`config.mk`:
```
export PLATFORM = sky130hd
export DESIGN_NAME = ped_ctrl
export DESIGN_NICKNAME = d
export VERILOG_FILES = /design/src/hdl/ped_pkg.sv /design/src/hdl/ped_ctrl.sv
export SDC_FILE = /design/constraint.sdc
export NUM_CORES = 1
export LEC_CHECK = 0
export ABC_CLOCK_PERIOD_IN_PS = 3010
export BUFFER_PORTS_ARGS = -buffer_cell sky130_fd_sc_hd__buf_2
export CORE_AREA = 2 2 59 61
export DETAILED_ROUTE_END_ITERATION = 10
export DIE_AREA = 0 0 61 63
export PLACE_DENSITY = 0.76
export SLEW_MARGIN = 15
export SYNTH_ARGS = -nofsm -noshare
export SYNTH_HDL_FRONTEND = slang
export SYNTH_SLANG_ARGS = --single-unit
```
`constraint.sdc`:
```
create_clock -name clk -period 3.01 [get_ports clk]
set_input_delay 0.1505 -clock clk [delete_from_list [all_inputs] [get_ports clk]]
set_output_delay 0.1505 -clock clk [all_outputs]
set_load 0.01 [all_outputs]
```
`src/hdl/ped_pkg.sv`:
```
package ped_pkg;
  localparam int PointsMax = 64;
  localparam int DimsMax = 16;
  localparam int CoordBits = 16;
  localparam int PtW = 6;
  localparam int DimW = 4;
  localparam int AddrW = PtW + DimW;
  localparam int DiffW = CoordBits + 1;
  localparam int SqW = 2 * CoordBits;
  localparam int SumW = SqW + DimW;
  localparam int DistW = 18;
  localparam int CntW = 7;
  localparam int DcntW = 5;

  localparam logic REQ_LOAD = 1'b0;
  localparam logic REQ_ROW  = 1'b1;
  localparam logic CFG_POINT_COUNT = 1'b0;
  localparam logic CFG_DIMS_IN_USE = 1'b1;

  typedef struct packed {
    logic clear_sum;
    logic rd_en;
    logic [PtW-1:0] row;
    logic [PtW-1:0] col;
    logic [DimW-1:0] dim;
    logic root_start;
  } ped_cmd_t;

  typedef struct packed {
    logic root_busy;
    logic root_done;
  } ped_sts_t;
endpackage

```
`src/hdl/ped_ctrl.sv`:
```
module ped_ctrl
  import ped_pkg::*;
(
  input  logic             clk,
  input  logic             rst_n,
  input  logic             start,
  input  logic [PtW-1:0]   row,
  input  logic [CntW-1:0]  npts,
  input  logic [DcntW-1:0] ndims,
  input  ped_sts_t         sts,
  input  logic             out_free,
  output ped_cmd_t         cmd,
  output logic             busy,
  output logic             res_valid,
  output logic [PtW-1:0]   res_row,
  output logic [PtW-1:0]   res_col,
  output logic             res_last
);
  typedef enum logic [4:0] {
    S_IDLE = 5'b00001, S_FEED = 5'b00010, S_DRAIN = 5'b00100,
    S_ROOT = 5'b01000, S_EMIT = 5'b10000
  } state_t;
  state_t state_r;
  logic [PtW-1:0] row_r, col_r;
  logic [DimW-1:0] dim_r;
  logic [1:0] drain_r;

  always_ff @(posedge clk) begin
    if (!rst_n) begin
      state_r <= S_IDLE;
      col_r <= '0; dim_r <= '0; drain_r <= '0;
    end else begin
      unique case (state_r)
        S_IDLE: if (start) begin
          row_r <= row; col_r <= '0; dim_r <= '0; state_r <= S_FEED;
        end
        S_FEED: begin
          if (DcntW'(dim_r) + 1'b1 == ndims) begin
            dim_r <= '0; drain_r <= '0; state_r <= S_DRAIN;
          end else dim_r <= dim_r + 1'b1;
        end
        S_DRAIN: begin
          drain_r <= drain_r + 1'b1;
          if (drain_r == 2'd3) state_r <= S_ROOT;
        end
        S_ROOT: if (sts.root_done) state_r <= S_EMIT;
        S_EMIT: if (out_free) begin
          if (CntW'(col_r) + 1'b1 == npts) state_r <= S_IDLE;
          else begin
            col_r <= col_r + 1'b1; state_r <= S_FEED;
          end
        end
        default: state_r <= S_IDLE;
      endcase
    end
  end

  always_comb begin
    cmd = '0;
    cmd.row = row_r;
    cmd.col = col_r;
    cmd.dim = dim_r;
    cmd.rd_en = (state_r == S_FEED);
    cmd.clear_sum = (state_r == S_IDLE) || (state_r == S_EMIT);
    cmd.root_start = (state_r == S_DRAIN) && (drain_r == 2'd3);
  end

  assign busy = (state_r != S_IDLE);
  assign res_valid = (state_r == S_EMIT);
  assign res_row = row_r;
  assign res_col = col_r;
  assign res_last = CntW'(col_r) + 1'b1 == npts;
endmodule

```
==> flow_summary_export.csv, run 1 <==
group,metric,value,unit
outcome,outcome,"completed",
worst_setup_path,crit_buf_inv,1,
synth,yosys.area.top_type_share,23.2,%
sta,post-route-min-period,2.48,ns
global_routing,grt_max_degree,19,
routing,wl_per_cell,11.7,um
worst_setup_path,crit_arrival,2.33,ns
clocking,clock_latency,0.32,ns
worst_setup_path,cp_max_fo,9,
worst_setup_path,cp_top_family,"compound AO/OA/AOI/OAI gates",
global_routing,grt_use_total,14.7,%
global_routing,grt_pass1_vias,1047,
routing,drcViolationCount,0,
clocking,tritoncts,"yes",
power,p_sw_share,38.6,%
layout,final_cells,256,
worst_setup_path,worstPathCellList,"ha_1 -> nand3_1 -> o21ai_0 -> nand4_1 -> a2111oi_4 -> buf_2",
power,p_switching,0.343,mW
placement,dpl.cell_count,246,
floorplanning,die_width,61,um
floorplanning,rows,21,
floorplanning,coreArea,0.00323,mm^2
synth,syn_area_per_cell,9.04,um^2
power,powerDensity,502,mW/mm^2
layout,seqCellArea,520,um^2
routing,ant_nets,0,
clocking,max-clock-path-buffers,2,
clocking,cts.clk_slew.worst_paths,0.13,ns
power,pwr-share-comb,39.1,%
sta,fin_skew,0.00200,ns
power,peakVddDrop,239,uV
worst_setup_path,required,2.86,ns
clocking,cts_root_buf,"clkbuf_4",
global_routing,grt_antenna_before_repair,0,
power,clkPwrFrac,17.1,%
placement,place_hpwl,2220,um
worst_setup_path,worst_setup_path_start_kind,"flop",
floorplanning,start_util,45.3,%
power,p_leak,0.800,nW
worst_setup_path,end_kind,"primary output",
synth,synth_area,0.00147,mm^2
global_routing,grt_overflow,0,
layout,final_util,54.8,%
layout,diodes,0,
clocking,cts_setup_buffers,0,
placement,gp_congestion,0.787,
power,seq_power_share,43.8,%
worst_hold_path,hp-class,"in -> reg",
synth,ys.flop_type,"dfxtp_1",
worst_setup_path,critPathKind,"reg -> out",
run,max_cap_violations,0,
sta,whs,0.106,ns
sta,finalHoldViolCount,0,
routing,drtPass1Iterations,4,
layout,layout-drive-gt1-share,33.8,%
floorplanning,die_h,63,um
placement,placed_cell_area,0.00168,mm^2
placement,port_buffers,56,
routing,drt-total-wl,3000,um
routing,num_vias,1326,
sta,fin_setup_tns,0,ns
layout,final_area,0.00177,mm^2
global_routing,grt_pass1_wl,4490,um
worst_setup_path,worst_path_max_delay_cell,"dfxtp_1",
synth,synth.distinct_cells,47,
layout,multi_input_area,793,um^2
layout,syn_to_final_growth,20.9,%
routing,via_per_inst,5.18,
clocking,clkSinkCount,23,
clocking,postCtsResizedCells,0,
layout,final_nets,238,
sta,timing.slew.headroom,63.1,%
sta,fmax,0.404,GHz
floorplanning,ios,58,
clocking,cts_inserted_buffers,3,
layout,fillers,313,
synth,seq_area_frac_synth,35.5,%
worst_setup_path,slowest_delay,0.47,ns
sta,tightest_slew,0.553,ns
sta,grt_setup_unrepaired,"false",
synth,synth-edff-count,6,
clocking,h-tree-depth,1,
synth,yosys.area.top_type,"dfxtp_1",
synth,synth_area_leaders,"dfxtp_1, edfxtp_1, buf_4",
synth,syn_inst,162,
sta,setup_violations,0,
sta,final_max_slew_viol_count,0,
floorplanning,die_area,0.00384,mm^2
synth,ys_ff_latch,23,
power,p_int,0.546,mW
synth,async_reset_ff_share,0,%
sta,fin_crit_sh,82.3,%
synth,syn_nets,189,
clocking,ctsHoldBuffers,6,
routing,drt_iter0_markers,42,
synth,ys_warn_count,0,
==> cells in the mapped netlist, types with 4 or more instances <==
master    count
xor2_1        5
nor2_1       10
nand2_1       8
a21oi_1       7
o21ai_0      10
xnor2_1       8
dfxtp_1      17
edfxtp_1      6
clkbuf_1      4
nand3_1       7
buf_4        12
inv_1         8
and3_1        6
nor2b_1       7
==> sequential cells by signal, indices dropped and copies added, names as in the netlist <==
register / flops
dim_r: 4
res_row: 6
res_col: 6
drain_r: 2
state_r: 5
==> per-stage QoR <==
step	power, mW	setup slack (ns)
after floorplan	0.637	0.769
after global placement	0.732	0.683
after detailed placement	0.735	0.671
after CTS	0.891	0.523
after global routing	0.948	0.316
final	0.889	0.533
==> layer usage <==
layer / share of wire [%] / track usage [%] / vias up
li1: - / - / 668
met1: 48 / 19.5 / 609
met2: 46 / 23.0 / 45
met3: 5.1 / 2.48 / 4
met4: 1.5 / 6.52 / 0
met5: 0 / 0 / -
==> path summary, 6_finish.rpt <==
path | start | end | slack, ns | cells after the start
setup reg to reg | res_col[0] | res_col[2] | 0.66 | 7
hold reg to reg | drain_r[0] | drain_r[0] | 0.47 | 1
setup / recovery | res_col[0] | res_last | 0.53 | 6
hold / removal | start | state_r[0] | 0.11 | 2
==> logic make-up after synthesis <==
kind of cell / synth area share, %
and+or+nand+nor: 21.9
muxes: 0.683
xor gates and xnor gates: 7.77
DFF: 35.5
buffers and inverters: 10.3
AOI/OAI and AO/OA: 21.2
adders and majority gates: 2.56
==> power groups by stage <==
stage               Clock [mW]  Sequential [mW]  Combinational (mW)
finish                   0.152            0.389               0.347
global route             0.165            0.394               0.389
CTS                      0.156            0.388               0.347
global placement             0            0.393               0.339
detailed placement           0            0.395               0.340
floorplan                    0            0.396               0.242
==> cells in the final DEF, fill, tap and decap left out, types with 7 or more instances in the layout <==
| cell type | instances |
|---|---|
| nor2b_1 | 7 |
| dfxtp_1 | 17 |
| buf_2 | 56 |
| a21oi_1 | 7 |
| xnor2_1 | 8 |
| nand3_1 | 7 |
| o21ai_0 | 10 |
| nand2_1 | 8 |
| inv_1 | 8 |
| nor2_1 | 10 |
==> layout make-up <==
cell class	count	share of cell area [%]
multi-input combinational	113	44.8
timing repair buffer	62	19.2
sequential	23	29.4
clock buffer	3	1.27
clock inverter	1	0.424
tap	46	3.25
inverter	8	1.69
No activity file was read; power rests on OpenSTA's default activity.
==> run 2, diff against run 1 <==
- ABC_AREA: default -> 1
- ABC_CLOCK_PERIOD_IN_PS: 3010 -> 2550
- clock period: 3.01 -> 2.55 ns (I/O delays scaled with it)
==> run 2 against run 1 <==
  * Sequential share of layout area fell by 0.47 points
  * Clock skew barely moved
  * Die area did not move
  * Final area is 1.6% higher
  * Clock-buffer cell count did not move
  * Non-clock buffer count grew 1
  * Global-route usage grew 2.2 points
  * Wire length grew 1.5%
  * Cell count increased by 18%
  * Synthesized area down 0.26%
  * Combinational power increased by 47%
  * Clock power is 9.9% higher
==> flow_summary_export.csv, run 2 <==
group,metric,value,unit
placement,place_hpwl,2320,um
layout,syn_to_final_growth,23.2,%
sta,setup_violations,0,
power,clkPwrFrac,14.8,%
layout,fillers,339,
sta,post-route-min-period,2.19,ns
synth,synth.most_common_cell,"nand2_1",
routing,wl_per_cell,10.1,um
worst_setup_path,worstPathCellList,"ha_1 -> nand2_1 -> o21bai_1 -> nand2_1 -> nand2_1 -> nand2_1 -> nor2_2 -> nand3_1 -> inv_1 -> buf_2",
sta,grt_setup_unrepaired,"false",
clocking,max-clock-path-buffers,2,
routing,drcViolationCount,0,
clocking,cts_root_buf,"clkbuf_4",
global_routing,grt_max_degree,15,
placement,port_buffers,56,
clocking,h-tree-depth,1,
layout,mostFrequentLayoutCells,"buf_2, nand2_1, inv_1, nand3_1, dfxtp_1",
synth,synth-edff-count,6,
synth,synth_area,0.00146,mm^2
sta,fin_skew,0.00221,ns
run,max_cap_violations,0,
routing,via_per_inst,4.69,
power,p_int,0.665,mW
routing,num_vias,1422,
layout,mostFrequentLayoutCell,"buf_2",
synth,syn_inst,203,
layout,diodes,0,
placement,placed_cell_area,0.00171,mm^2
power,pwr-share-comb,45.3,%
layout,final_nets,285,
worst_setup_path,worst_setup_path_start_kind,"flop",
floorplanning,coreArea,0.00323,mm^2
layout,multi_input_area,734,um^2
routing,drt-total-wl,3050,um
synth,yosys.area.top_type,"dfxtp_1",
synth,ys_warn_count,0,
layout,layout-drive-gt1-share,29.2,%
global_routing,grt_overflow,0,
power,seq_power_share,39.9,%
sta,fmax,0.456,GHz
worst_setup_path,slowest_delay,0.52,ns
power,p_sw_share,41.0,%
sta,finalHoldViolCount,0,
global_routing,met3_usage,1.86,%
clocking,cts_inserted_buffers,3,
sta,fin_setup_tns,0,ns
outcome,outcome,"completed",
synth,async_reset_ff_share,0,%
placement,gp_congestion,0.861,
worst_setup_path,crit_arrival,2.06,ns
routing,ant_nets,0,
synth,syn_area_per_cell,7.20,um^2
worst_setup_path,cpMostUsedCell,"nand2_1",
synth,yosys.area.top_type_share,23.3,%
synth,synth_area_leaders,"dfxtp_1, nand2_1, edfxtp_1",
floorplanning,start_util,45.2,%
synth,ys_ff_latch,23,
routing,drt_iter0_markers,74,
synth,syn_nets,230,
clocking,cts_setup_buffers,0,
clocking,tritoncts,"yes",
worst_setup_path,worst_path_max_delay_cell,"dfxtp_1",
floorplanning,die_h,63,um
floorplanning,ios,58,
synth,ys.flop_type,"dfxtp_1",
worst_setup_path,required,2.42,ns
sta,tightest_slew,0.491,ns
clocking,clock_latency,0.31,ns
worst_setup_path,cp_max_fo,10,
synth,seq_area_frac_synth,35.6,%
power,powerDensity,626,mW/mm^2
synth,synth.distinct_cells,29,
power,p_leak,0.896,nW
power,peakVddDrop,352,uV
sta,final_max_slew_viol_count,0,
power,power,1.13,mW
global_routing,grt_pass1_vias,1266,
global_routing,grt_pass1_wl,5100,um
layout,seqCellArea,520,um^2
global_routing,grt_busiest_layer,"met2",
global_routing,use_met1,21.7,%
clocking,clkSinkCount,23,
worst_setup_path,end_kind,"primary output",
worst_hold_path,hp-class,"in -> reg",
floorplanning,die_area,0.00384,mm^2
sta,fin_crit_sh,86.0,%
layout,final_util,55.7,%
routing,drtPass1Iterations,4,
layout,final_area,0.00180,mm^2
sta,timing.slew.headroom,67.2,%
global_routing,grt_use_total,16.9,%
power,p_switching,0.462,mW
global_routing,met2_usage,28.0,%
synth,yosys-top-cells-count,"nand2_1, inv_1, nand3_1, dfxtp_1, nor2_1",
clocking,cts.clk_slew.worst_paths,0.12,ns
floorplanning,rows,21,
global_routing,grt_antenna_before_repair,0,
worst_setup_path,critPathKind,"reg -> out",
floorplanning,die_width,61,um
-- run 2: cell type report --
type	instances	share of cell area, %
clock buffers	3	1.25
repair buffers	63	19.3
inverters	30	6.25
well taps	46	3.20
clock inverters	1	0.278
multi-input cells	137	40.8
flip-flops and latches	23	28.9
-- run 2: worst max-delay path, delay by kind of cell, from the launching register on --
| kind | cells | cell delay [ns] |
|---|---|---|
| adders and majority gates | 1 | 0.24 |
| AOI/OAI and AO/OA | 1 | 0.18 |
| buffers and inverters | 2 | 0.19 |
| DFF | 1 | 0.52 |
| and+or+nand+nor | 6 | 0.62 |
-- run 2: per-layer routing --
metal	part of all wire [%]	routed length (um)	vias up
li1	-	-	749
met1	44	1350	625
met2	49	1490	41
met3	4.7	144	7
met4	1.9	59	0
met5	0	0	-
-- run 2: power by group through the flow --
stage	logic, mW	clock network (mW)	registers (mW)
6_report	0.510	0.167	0.450
5_1_grt	0.567	0.192	0.456
4_1_cts	0.512	0.173	0.450
3_5_place_dp	0.505	0	0.458
2_1_floorplan	0.374	0	0.463
3_3_place_gp	0.499	0	0.458
-- run 2: path summary, 6_finish.rpt --
check	start	to	slack, ns	cells after the start
setup / recovery	res_col[0]	res_last	0.36	10
hold / removal	rst_n	state_r[0]	0.04	2
setup reg to reg	res_col[0]	res_col[1]	0.60	11
hold reg to reg	drain_r[0]	drain_r[0]	0.47	1
-- run 2: what timing repair did --
action | CTS | global route
hold endpoints to repair | 6 | 0
hold buffers | 6 | 0
gates resized for setup | 0 | 0
-- run 2: cell families after synthesis --
kind of cell,share of synthesized area (%)
AOI/OAI and AO/OA,7.36
xor gates and xnor gates,3.60
adders and majority gates,2.57
buffers and inverters,14.1
DFF,35.6
and+or+nand+nor,36.7
-- run 2: stage by stage --
| step | cells | setup WS, ns | hold WS, ns |
|---|---|---|---|
| CTS | 303 | 0.332 | 0.0293 |
| floorplan | 203 | 0.788 | 0.212 |
| global placement | 293 | 0.643 | 0.304 |
| global route | 303 | 0.0929 | 0.0426 |
| finish | 303 | 0.358 | 0.0408 |
| detailed placement | 293 | 0.615 | 0.306 |
